<file path="config.mk">
export PLATFORM = sky130hd
export DESIGN_NAME = verlet_particle_step_circle_bound
export DESIGN_NICKNAME = d
export VERILOG_FILES = /design/src/hdl/vpsc_pkg.sv /design/src/hdl/vpsc_mul.sv /design/src/hdl/vpsc_sdu.sv /design/src/hdl/verlet_particle_step_circle_bound.sv
export SDC_FILE = /design/constraint.sdc
export NUM_CORES = 2
export LEC_CHECK = 0
export BUFFER_PORTS_ARGS = -buffer_cell sky130_fd_sc_hd__buf_2
export CORE_ASPECT_RATIO = 0.9
export CORE_MARGIN = 4
export CORE_UTILIZATION = 35
export CTS_CLUSTER_SIZE = 25
export DETAILED_ROUTE_END_ITERATION = 6
export GPL_ROUTABILITY_DRIVEN = 1
export MAX_ROUTING_LAYER = met4
export PLACE_DENSITY_LB_ADDON = 0.25
export SLEW_MARGIN = 15
export SYNTH_ARGS = -nofsm -noshare
export SYNTH_HDL_FRONTEND = slang
export SYNTH_HIERARCHICAL = 1
export SYNTH_SLANG_ARGS = --single-unit
</file>
<file path="constraint.sdc">
create_clock -name i_clk -period 16.8 [get_ports i_clk]
set_clock_uncertainty 0.2 [all_clocks]
set_input_delay 2.52 -clock i_clk [delete_from_list [all_inputs] [get_ports i_clk]]
set_output_delay 2.52 -clock i_clk [all_outputs]
set_load 0.05 [all_outputs]
</file>
<file path="src/hdl/vpsc_pkg.sv">
// ---------------------------------------------------------------------------
// vpsc_pkg
// Shared widths, types and helpers for the Verlet particle step block.
// ---------------------------------------------------------------------------
package vpsc_pkg;

    localparam int POS_W   = 24;            // Q16.8 position width
    localparam int RAD_W   = 23;            // limit radius width
    localparam int DT_W    = 16;            // Q0.16 time step
    localparam int MUL_AW  = 24;            // shared multiplier operand a
    localparam int MUL_BW  = 32;            // shared multiplier operand b
    localparam int MUL_PW  = MUL_AW + MUL_BW;
    localparam int SQ_W    = 50;            // radicand width (sum of two squares)
    localparam int ROOT_W  = 25;            // root / divisor width
    localparam int NUM_W   = 48;            // division numerator width
    localparam int QUO_W   = 24;            // quotient width
    localparam int CNT_W   = 5;

    // configuration register indexes
    localparam logic [1:0] REG_CENTER_X = 2'd0;
    localparam logic [1:0] REG_CENTER_Y = 2'd1;
    localparam logic [1:0] REG_LIMIT_R  = 2'd2;

    // iterative unit operation
    typedef enum logic {
        SDU_SQRT = 1'b0,
        SDU_DIV  = 1'b1
    } t_sdu_op;

    typedef struct packed {
        logic    start;
        t_sdu_op op;
    } t_sdu_cmd;

    typedef struct packed {
        logic                done;
        logic [ROOT_W-1:0]   value;
    } t_sdu_res;

    // saturate a 28-bit signed value to the position range
    function automatic logic signed [POS_W-1:0] sat_pos(input logic signed [27:0] v);
        logic signed [27:0] hi;
        logic signed [27:0] lo;
        hi = 28'sd8388607;
        lo = -28'sd8388608;
        if (v > hi)
            sat_pos = hi[POS_W-1:0];
        else if (v < lo)
            sat_pos = lo[POS_W-1:0];
        else
            sat_pos = v[POS_W-1:0];
    endfunction

endpackage

</file>
<file path="src/hdl/vpsc_mul.sv">
// ---------------------------------------------------------------------------
// vpsc_mul
// Shared unsigned multiplier, 24 x 32 bits, product registered.
// ---------------------------------------------------------------------------
module vpsc_mul
    import vpsc_pkg::*;
(
    input  logic              i_clk,
    input  logic [MUL_AW-1:0] i_a,
    input  logic [MUL_BW-1:0] i_b,
    output logic [MUL_PW-1:0] o_prod
);

    logic [MUL_PW-1:0] r_prod;

    // one product per cycle, ready the cycle after the operands
    always_ff @(posedge i_clk) begin
        r_prod <= MUL_PW'(i_a) * MUL_PW'(i_b);
    end

    assign o_prod = r_prod;

endmodule

</file>
<file path="src/hdl/vpsc_sdu.sv">
// ---------------------------------------------------------------------------
// vpsc_sdu
// Iterative square root / divide unit, one result bit per cycle through a
// single shared compare-and-subtract.
// ---------------------------------------------------------------------------
module vpsc_sdu
    import vpsc_pkg::*;
(
    input  logic              i_clk,
    input  logic              i_rst_n,
    input  t_sdu_cmd          i_cmd,
    input  logic [SQ_W-1:0]   i_radicand,
    input  logic [NUM_W-1:0]  i_num,
    input  logic [ROOT_W-1:0] i_den,
    output t_sdu_res          o_res
);

    logic              r_busy;
    t_sdu_op           r_op;
    logic [CNT_W-1:0]  r_cnt;
    logic [25:0]       r_rem;
    logic [ROOT_W-1:0] r_acc;
    logic [SQ_W-1:0]   r_src;
    logic [ROOT_W-1:0] r_den;
    logic              r_done;

    logic [27:0] cand;
    logic [27:0] trial;
    logic [28:0] diff;
    logic        ge;
    logic [CNT_W-1:0] last;

    // candidate remainder and trial value for the current digit
    always_comb begin
        if (r_op == SDU_SQRT) begin
            cand  = {r_rem, r_src[SQ_W-1 -: 2]};
            trial = {1'b0, r_acc, 2'b01};
            last  = CNT_W'(ROOT_W - 1);
        end else begin
            cand  = {2'b00, r_rem[24:0], r_src[SQ_W-1]};
            trial = {3'b000, r_den};
            last  = CNT_W'(QUO_W - 1);
        end
        diff = {1'b0, cand} - {1'b0, trial};
        ge   = ~diff[28];
    end

    always_ff @(posedge i_clk) begin
        if (!i_rst_n) begin
            r_busy <= 1'b0;
            r_done <= 1'b0;
            r_cnt  <= '0;
            r_op   <= SDU_SQRT;
        end else begin
            r_done <= 1'b0;
            if (i_cmd.start) begin
                r_busy <= 1'b1;
                r_op   <= i_cmd.op;
                r_cnt  <= '0;
                r_acc  <= '0;
                r_den  <= i_den;
                if (i_cmd.op == SDU_SQRT) begin
                    r_rem <= '0;
                    r_src <= i_radicand;
                end else begin
                    r_rem <= 26'(i_num[NUM_W-1 -: QUO_W]);
                    r_src <= {i_num[QUO_W-1:0], 26'd0};
                end
            end else if (r_busy) begin
                r_rem <= ge ? diff[25:0] : cand[25:0];
                r_acc <= {r_acc[ROOT_W-2:0], ge};
                r_src <= (r_op == SDU_SQRT) ? {r_src[SQ_W-3:0], 2'b00}
                                            : {r_src[SQ_W-2:0], 1'b0};
                r_cnt <= r_cnt + 1'b1;
                if (r_cnt == last) begin
                    r_busy <= 1'b0;
                    r_done <= 1'b1;
                end
            end
        end
    end

    assign o_res.done  = r_done;
    assign o_res.value = r_acc;

endmodule

</file>
<file path="src/hdl/verlet_particle_step_circle_bound.sv">
// ---------------------------------------------------------------------------
// verlet_particle_step_circle_bound
// Position Verlet step for one particle with a circular bound, Q16.8.
//
//  channel  dir  fields (tdata/tuser, low bit first)
//  s_axis   in   tdata: accel_x[23:0] accel_y[47:24] time_step[63:48]; tuser: mode
//  m_axis   out  tdata: pos_x[23:0] pos_y[47:24] was_clamped[48], zero pad
//  cfg      in   i_cfg_idx 0 center_x, 1 center_y, 2 limit_radius
//
// A load beat goes straight to the output state; a clamped step beat runs a root
// and two divides in the shared iterative unit, with all products from one multiplier.
// s_axis_tready is high only in idle. A result waits in the output register;
// the next beat may be taken meanwhile and stalls before its commit.
// Reset is synchronous; positions clear to zero, registers to their defaults.
// ---------------------------------------------------------------------------
module verlet_particle_step_circle_bound
    import vpsc_pkg::*;
(
    input  logic        i_clk,
    input  logic        i_rst_n,
    input  logic        s_axis_tvalid,
    output logic        s_axis_tready,
    input  logic [63:0] s_axis_tdata,   // accel_x, accel_y, time_step
    input  logic        s_axis_tuser,   // mode
    output logic        m_axis_tvalid,
    input  logic        m_axis_tready,
    output logic [55:0] m_axis_tdata,   // pos_x, pos_y, was_clamped
    input  logic        i_cfg_we,
    input  logic [1:0]  i_cfg_idx,
    input  logic [23:0] i_cfg_data
);

    typedef enum logic [4:0] {
        ST_IDLE, ST_DIFF, ST_MXX, ST_MYY, ST_MRR, ST_CMP, ST_SQRT,
        ST_MX, ST_DXS, ST_DXW, ST_MY, ST_DYS, ST_DYW, ST_PROJ,
        ST_MDT, ST_MAX, ST_MAY, ST_SUM, ST_OUT
    } t_state;

    t_state r_state;

    // configuration
    logic signed [POS_W-1:0] r_cx, r_cy;
    logic [RAD_W-1:0]        r_rad;

    // particle state
    logic signed [POS_W-1:0] r_cur_x, r_cur_y, r_prev_x, r_prev_y;

    // item and working registers
    logic                    r_load;
    logic signed [POS_W-1:0] r_ax_in, r_ay_in;
    logic [DT_W-1:0]         r_dt;
    logic [POS_W-1:0]        r_mx, r_my;      // |current - center|
    logic                    r_sx, r_sy;
    logic [SQ_W-1:0]         r_d2;
    logic [ROOT_W-1:0]       r_d;
    logic [QUO_W-1:0]        r_ox;
    logic                    r_clamp;
    logic [31:0]             r_dt2;
    logic signed [25:0]      r_tx, r_ty;

    // output register
    logic                    r_m_valid;
    logic [55:0]             r_m_data;

    // shared units
    logic [MUL_AW-1:0] mul_a;
    logic [MUL_BW-1:0] mul_b;
    logic [MUL_PW-1:0] prod;
    t_sdu_cmd          sdu_cmd;
    t_sdu_res          sdu_res;
    logic [NUM_W-1:0]  num;

    vpsc_mul u_mul (
        .i_clk  (i_clk),
        .i_a    (mul_a),
        .i_b    (mul_b),
        .o_prod (prod)
    );

    vpsc_sdu u_sdu (
        .i_clk      (i_clk),
        .i_rst_n    (i_rst_n),
        .i_cmd      (sdu_cmd),
        .i_radicand (r_d2),
        .i_num      (num),
        .i_den      (r_d),
        .o_res      (sdu_res)
    );

    // multiplier operand select
    always_comb begin
        mul_a = '0;
        mul_b = '0;
        unique case (r_state)
            ST_MXX:  begin mul_a = r_mx; mul_b = MUL_BW'(r_mx); end
            ST_MYY:  begin mul_a = r_my; mul_b = MUL_BW'(r_my); end
            ST_MRR:  begin mul_a = MUL_AW'(r_rad); mul_b = MUL_BW'(r_rad); end
            ST_MX:   begin mul_a = r_mx; mul_b = MUL_BW'(r_rad); end
            ST_MY:   begin mul_a = r_my; mul_b = MUL_BW'(r_rad); end
            ST_MDT:  begin mul_a = MUL_AW'(r_dt); mul_b = MUL_BW'(r_dt); end
            ST_MAX:  begin
                mul_a = r_ax_in[POS_W-1] ? MUL_AW'(-r_ax_in) : MUL_AW'(r_ax_in);
                mul_b = prod[31:0];
            end
            ST_MAY:  begin
                mul_a = r_ay_in[POS_W-1] ? MUL_AW'(-r_ay_in) : MUL_AW'(r_ay_in);
                mul_b = r_dt2;
            end
            default: begin mul_a = '0; mul_b = '0; end
        endcase
    end

    // rounded numerator for the projection divide
    assign num = prod[NUM_W-1:0] + NUM_W'(r_d >> 1);

    always_comb begin
        sdu_cmd.start = 1'b0;
        sdu_cmd.op    = SDU_DIV;
        if (r_state == ST_CMP && r_d2 > prod[SQ_W-1:0]) begin
            sdu_cmd.start = 1'b1;
            sdu_cmd.op    = SDU_SQRT;
        end else if (r_state == ST_DXS || r_state == ST_DYS) begin
            sdu_cmd.start = 1'b1;
        end
    end

    // rounded acceleration term of the current product, with sign
    logic [24:0]        acc_mag;
    logic signed [25:0] acc_term;
    logic               acc_neg;
    always_comb begin
        acc_mag  = 25'((57'(prod) + 57'(64'h8000_0000)) >> 32);
        acc_neg  = (r_state == ST_MAY) ? r_ax_in[POS_W-1] : r_ay_in[POS_W-1];
        acc_term = acc_neg ? -$signed({1'b0, acc_mag}) : $signed({1'b0, acc_mag});
    end

    // difference to center and projected positions
    logic signed [POS_W:0]   dx, dy;
    logic signed [27:0]      px, py, nx, ny;
    always_comb begin
        dx = $signed({r_cur_x[POS_W-1], r_cur_x}) - $signed({r_cx[POS_W-1], r_cx});
        dy = $signed({r_cur_y[POS_W-1], r_cur_y}) - $signed({r_cy[POS_W-1], r_cy});
        px = r_sx ? 28'(r_cx) - 28'($signed({1'b0, r_ox}))
                  : 28'(r_cx) + 28'($signed({1'b0, r_ox}));
        py = r_sy ? 28'(r_cy) - 28'($signed({1'b0, sdu_res.value[QUO_W-1:0]}))
                  : 28'(r_cy) + 28'($signed({1'b0, sdu_res.value[QUO_W-1:0]}));
        nx = 28'(r_cur_x) + 28'(r_cur_x) - 28'(r_prev_x) + 28'(r_tx);
        ny = 28'(r_cur_y) + 28'(r_cur_y) - 28'(r_prev_y) + 28'(r_ty);
    end

    assign s_axis_tready = (r_state == ST_IDLE);
    assign m_axis_tvalid = r_m_valid;
    assign m_axis_tdata  = r_m_data;

    // sequencer, state and registered outputs
    always_ff @(posedge i_clk) begin
        if (!i_rst_n) begin
            r_state   <= ST_IDLE;
            r_m_valid <= 1'b0;
            r_cx      <= 24'sd179200;
            r_cy      <= 24'sd115200;
            r_rad     <= 23'd44800;
            r_cur_x   <= '0;
            r_cur_y   <= '0;
            r_prev_x  <= '0;
            r_prev_y  <= '0;
            r_clamp   <= 1'b0;
        end else begin
            // a commit in ST_OUT reloads the output register instead
            if (m_axis_tready && r_state != ST_OUT) r_m_valid <= 1'b0;

            if (i_cfg_we) begin
                unique case (i_cfg_idx)
                    REG_CENTER_X: r_cx  <= i_cfg_data;
                    REG_CENTER_Y: r_cy  <= i_cfg_data;
                    REG_LIMIT_R:  r_rad <= i_cfg_data[RAD_W-1:0];
                    default:      ;
                endcase
            end

            unique case (r_state)
                ST_IDLE: if (s_axis_tvalid) begin
                    r_load  <= s_axis_tuser;
                    r_ax_in <= s_axis_tdata[23:0];
                    r_ay_in <= s_axis_tdata[47:24];
                    r_dt    <= s_axis_tdata[63:48];
                    r_clamp <= 1'b0;
                    r_state <= s_axis_tuser ? ST_OUT : ST_DIFF;
                end
                ST_DIFF: begin
                    r_sx    <= dx[POS_W];
                    r_sy    <= dy[POS_W];
                    r_mx    <= dx[POS_W] ? POS_W'(-dx) : POS_W'(dx);
                    r_my    <= dy[POS_W] ? POS_W'(-dy) : POS_W'(dy);
                    r_state <= ST_MXX;
                end
                ST_MXX: r_state <= ST_MYY;
                ST_MYY: begin
                    r_d2    <= prod[SQ_W-1:0];
                    r_state <= ST_MRR;
                end
                ST_MRR: begin
                    r_d2    <= r_d2 + prod[SQ_W-1:0];
                    r_state <= ST_CMP;
                end
                ST_CMP: r_state <= sdu_cmd.start ? ST_SQRT : ST_MDT;
                ST_SQRT: if (sdu_res.done) begin
                    r_d     <= sdu_res.value;
                    r_state <= ST_MX;
                end
                ST_MX:  r_state <= ST_DXS;
                ST_DXS: r_state <= ST_DXW;
                ST_DXW: if (sdu_res.done) begin
                    r_ox    <= sdu_res.value[QUO_W-1:0];
                    r_state <= ST_MY;
                end
                ST_MY:  r_state <= ST_DYS;
                ST_DYS: r_state <= ST_DYW;
                ST_DYW: if (sdu_res.done) r_state <= ST_PROJ;
                ST_PROJ: begin
                    r_cur_x <= sat_pos(px);
                    r_cur_y <= sat_pos(py);
                    r_clamp <= 1'b1;
                    r_state <= ST_MDT;
                end
                ST_MDT: r_state <= ST_MAX;
                ST_MAX: begin
                    r_dt2   <= prod[31:0];
                    r_state <= ST_MAY;
                end
                ST_MAY: begin
                    r_tx    <= acc_term;
                    r_state <= ST_SUM;
                end
                ST_SUM: begin
                    r_ty    <= acc_term;
                    r_state <= ST_OUT;
                end
                ST_OUT: if (!r_m_valid || m_axis_tready) begin
                    r_m_valid <= 1'b1;
                    if (r_load) begin
                        r_cur_x  <= r_ax_in;
                        r_cur_y  <= r_ay_in;
                        r_prev_x <= r_ax_in;
                        r_prev_y <= r_ay_in;
                        r_m_data <= {7'd0, 1'b0, r_ay_in, r_ax_in};
                    end else begin
                        r_prev_x <= r_cur_x;
                        r_prev_y <= r_cur_y;
                        r_cur_x  <= sat_pos(nx);
                        r_cur_y  <= sat_pos(ny);
                        r_m_data <= {7'd0, r_clamp, sat_pos(ny), sat_pos(nx)};
                    end
                    r_state <= ST_IDLE;
                end
                default: r_state <= ST_IDLE;
            endcase
        end
    end

endmodule
</file>
==> metrics.md <==
| Metric | Value |
|---|---|
| Iter 0 DRT Violations | around 6400 |
| Dpl cells | between 10000 and 15000 |
| Slew HR | 8.13% |
| Starting Density | about 35% |
| Antenna violations before repair | 21 |
| Clock latency on the worst-skew pair | between 700 and 800 ps |
| Placed inst area | 77900 um2 |
| H-tree depth | 3 |
| Die extent in x | 493 um |
| CTS clk-pin slew, worst paths | 70 ps |
| Synth warn | 6 |
| Peak supply drop | around 170 uV |
| Non-Filler Instances | 11100 |
| Share of cells above drive strength 1 | 7.23% |
| Slew Limit Fails | 0 |
| Final worst path period share | 60.4% |
| Post-synthesis adder-cell area fraction | 27.6% |
| Full die area | 219000 um2 |
| # fillers | roughly 21000 |
| NumNets Final | 9504 |
| Final setup vio count | 0 |
| Largest net degree at the start of global routing | between 100 and 150 |
| Finished Cell Area | 80900 um2 |
| Slowest-stage cell, CP | or4_1 |
| Post-Syn Area per Cell | ~9 um2 |
| Hold buffer count at CTS | 0 |
| Yosys reg bits | 711 |
| CP Capture Type | flip-flop |
| Largest family of logic cells by synthesized area | adder cells |
| Placer Congestion | 0.994 |
| CP Max Fanout | 32 |
| HP Class | flip-flop to flip-flop |
| Total number of vias | 61500 |
| Post-CTS resize count | 0 |
| Max Freq | 0.0986 GHz |
| Yosys cell types | approximately 130 |
| Setup TNS | 0 ps |
| Crit path launch type | flip-flop |
| Cell Area, Synth | 74100 um2 |
| Pleak | 34.3 nW |
| First-pass GRT wire length | 413 mm |
| Antenna viol nets, final | 0 |
| Register Area | 19000 um2 |
| Boundary Pins | 154 |
| Vias in the first global route | 59000 |
| Final min period | a little over 10000 ps |
| Total grt overflow | 0 |
| Synth Area in XOR/XNOR | between 5 and 6% |
| Synth Area in Compound Gates | 15.6% |
| Global Route Usage Sum | between 20% and 30% |
| Routed wire length | around 280 mm |
| Core area | 210000 um2 |
| Pre-CTS WS | 6930 ps |
| Hold WS | between 200 and 250 ps |
| Final hold vios | 0 |
| Arr. time, crit path | roughly 11000 ps |
| Ys flop type | edfxtp_1 |
| Seq/Total Area, Yosys | between 20% and 30% |
| Synth top cells by count | 1150 x inv_1, 1003 x nand2_1, 717 x fa_1, 491 x ha_1, 473 x edfxtp_1 |
| PortBufs | between 100 and 150 |
| Mapped Cells | 8234 |
| Status | finished with violations |
| Synth top area cells | fa_1 19%, edfxtp_1 19%, ha_1 8.3% |
| Synth Area in Simple Gates | between 10% and 20% |
| Number of max-cap violations | 0 |
| Drt pass-1 iters | 7 |
| Post-CTS setup buffer count | 0 |
| Max clock buf depth | 3 |
| Worst Max-Slew Pin Slew | 1370 ps |
| Async SR Flop Fraction | 0% |
| Worst path most repeated cell | fa_1 |
| Yosys top cell area share | 19.4% |
| Cell with the most instances after synthesis | inv_1 |
| CTS sink count | approximately 700 |
| Area of the multi-input gates | slightly below 50000 um2 |
| Layout area overhead | 9.07% |
| CP Class | flip-flop to flip-flop |
| Site row count | 159 |
| Avg Vias per Cell | 5.54 |
| WP data required | 17180 ps |
| Unrepaired setup endpoints after global routing | false |
| Post-synth EDFFs | 473 |
| Area leader, netlist | fa_1 |
| HPWL Detailed | ~230 mm |
| Slowest stage delay, CP | 620 ps |
| Num CTS Buffers | 85 |
| Power per cell area | 155 nW/um2 |
| Drt wl/cell | 25.5 um |
| Post-route worst setup slack | 6660 ps |
| CTS Root Cell | clkbuf_16 |
| CTS tree | built |
| Failing checks | DRC |
| DRC | 21 |
| Post-synthesis mux area share | 1.78% |
| Chip Height | 445 um |
==> power breakdown <==
part | switching [W] | internal [W] | total (W)
Combinational | 0.00545 | 0.00267 | 0.00812
Clock | 0.000861 | 0.00109 | 0.00196
Sequential | 0.000261 | 0.00219 | 0.00245
==> final cells by class <==
type,count,share of cell area [%]
Multi-Input combinational cell,5967,61.0
Sequential cell,711,23.5
Inverter,1153,5.36
Tap cell,2817,4.36
Clock buffer,113,3.05
Timing Repair Buffer,282,2.19
Clock inverter,47,0.525
Antenna cell,5,0.0155
==> through the flow <==
stage               power, W  util [%]
floorplan            0.00770         -
CTS                   0.0125      38.5
global route          0.0134      38.6
global placement      0.0105      37.2
finish                0.0125      38.6
detailed placement    0.0105      37.2
==> final timing paths <==
check	cells past startpoint	from	end	slack, ps
hold reg to reg	0	r_d[0]	u_sdu/r_den[0]	230
setup / recovery	27	r_ay_in[2]	u_mul/o_prod[49]	6660
setup reg to reg	27	r_ay_in[2]	u_mul/o_prod[49]	6660
hold / removal	0	r_d[0]	u_sdu/r_den[0]	230
==> worst max-delay path: cells and delay by family (launching register included) <==
| kind | cells | cell delay [ps] |
|---|---|---|
| AND/OR/NAND/NOR | 8 | 2580 |
| AO/OA/AOI/OAI | 4 | 1970 |
| buffers and inverters | 5 | 500 |
| adder cells (fa/ha/maj) | 8 | 3840 |
| flip-flops | 1 | 600 |
| XOR/XNOR | 2 | 280 |
==> state kept, by name, indices dropped and copies added, names as in the netlist, 16 cells and up <==
| register | cells |
|---|---|
| r_cur_y | 24 |
| r_rad | 23 |
| u_sdu/r_rem | 26 |
| u_mul/o_prod | 56 |
| r_ax_in | 24 |
| r_my | 24 |
| m_axis_tdata | 49 |
| r_tx | 26 |
| r_cur_x | 24 |
| r_dt2 | 32 |
| r_prev_x | 24 |
| r_ay_in | 24 |
| r_ty | 26 |
| r_d | 25 |
| r_dt | 16 |
| r_d2 | 50 |
| u_sdu/r_den | 25 |
| r_mx | 24 |
| r_prev_y | 24 |
| u_sdu/r_src | 50 |
| r_cx | 24 |
| r_ox | 24 |
| u_sdu/r_acc | 25 |
| r_cy | 24 |
==> kinds of logic (layout without fill, tap and decap cells) <==
family / after synthesis / count (layout)
flops: 711 / 711
xor+xnor: 449 / 449
simple gates: 2434 / 2434
buf+inv: 1562 / 1595
other cells: 1 / 12
mux: 128 / 128
fa+ha+maj: 1208 / 1208
compound gates: 1741 / 1741
==> cell usage in the layout (no fill, tap or decap), types with 18 or more instances in the layout <==
cell type  count
inv_1       1150
nand4_1       70
or3_1         35
a21o_1       111
nor2b_1       92
a222oi_1      25
a22oi_1       43
nor3_1        76
a31oi_1       52
xnor2_1      333
buf_2        146
a32o_1        22
and3_1        57
edfxtp_1     473
clkbuf_16     91
o21ai_1       38
nor2_1       363
a311oi_1      18
buf_4        134
nand2b_1      43
o21bai_1      46
or2_2         21
and2_1       416
a221oi_1      25
ha_1         491
nand2_1     1002
o21a_1        56
nor4_1        33
a21oi_1      462
xor2_1       112
o21ai_0      340
fa_1         717
dfxtp_1      237
o211ai_1     138
a211oi_1      67
mux2i_1       98
o31ai_1       68
mux2_2        30
nand3_1      118
==> routing by layer <==
| metal | vias to the layer above | share of wire, % | wire length, um | track usage (%) |
|---|---|---|---|---|
| met4 | 0 | 3.7 | 10500 | 8.02 |
| met1 | 31200 | 46 | 130000 | 37.1 |
| li1 | 27700 | - | - | - |
| met3 | 366 | 6.9 | 19500 | 3.17 |
| met2 | 2295 | 43 | 123000 | 38.4 |
| met5 | - | 0 | 0 | - |
(Power assumes the default switching activity.)
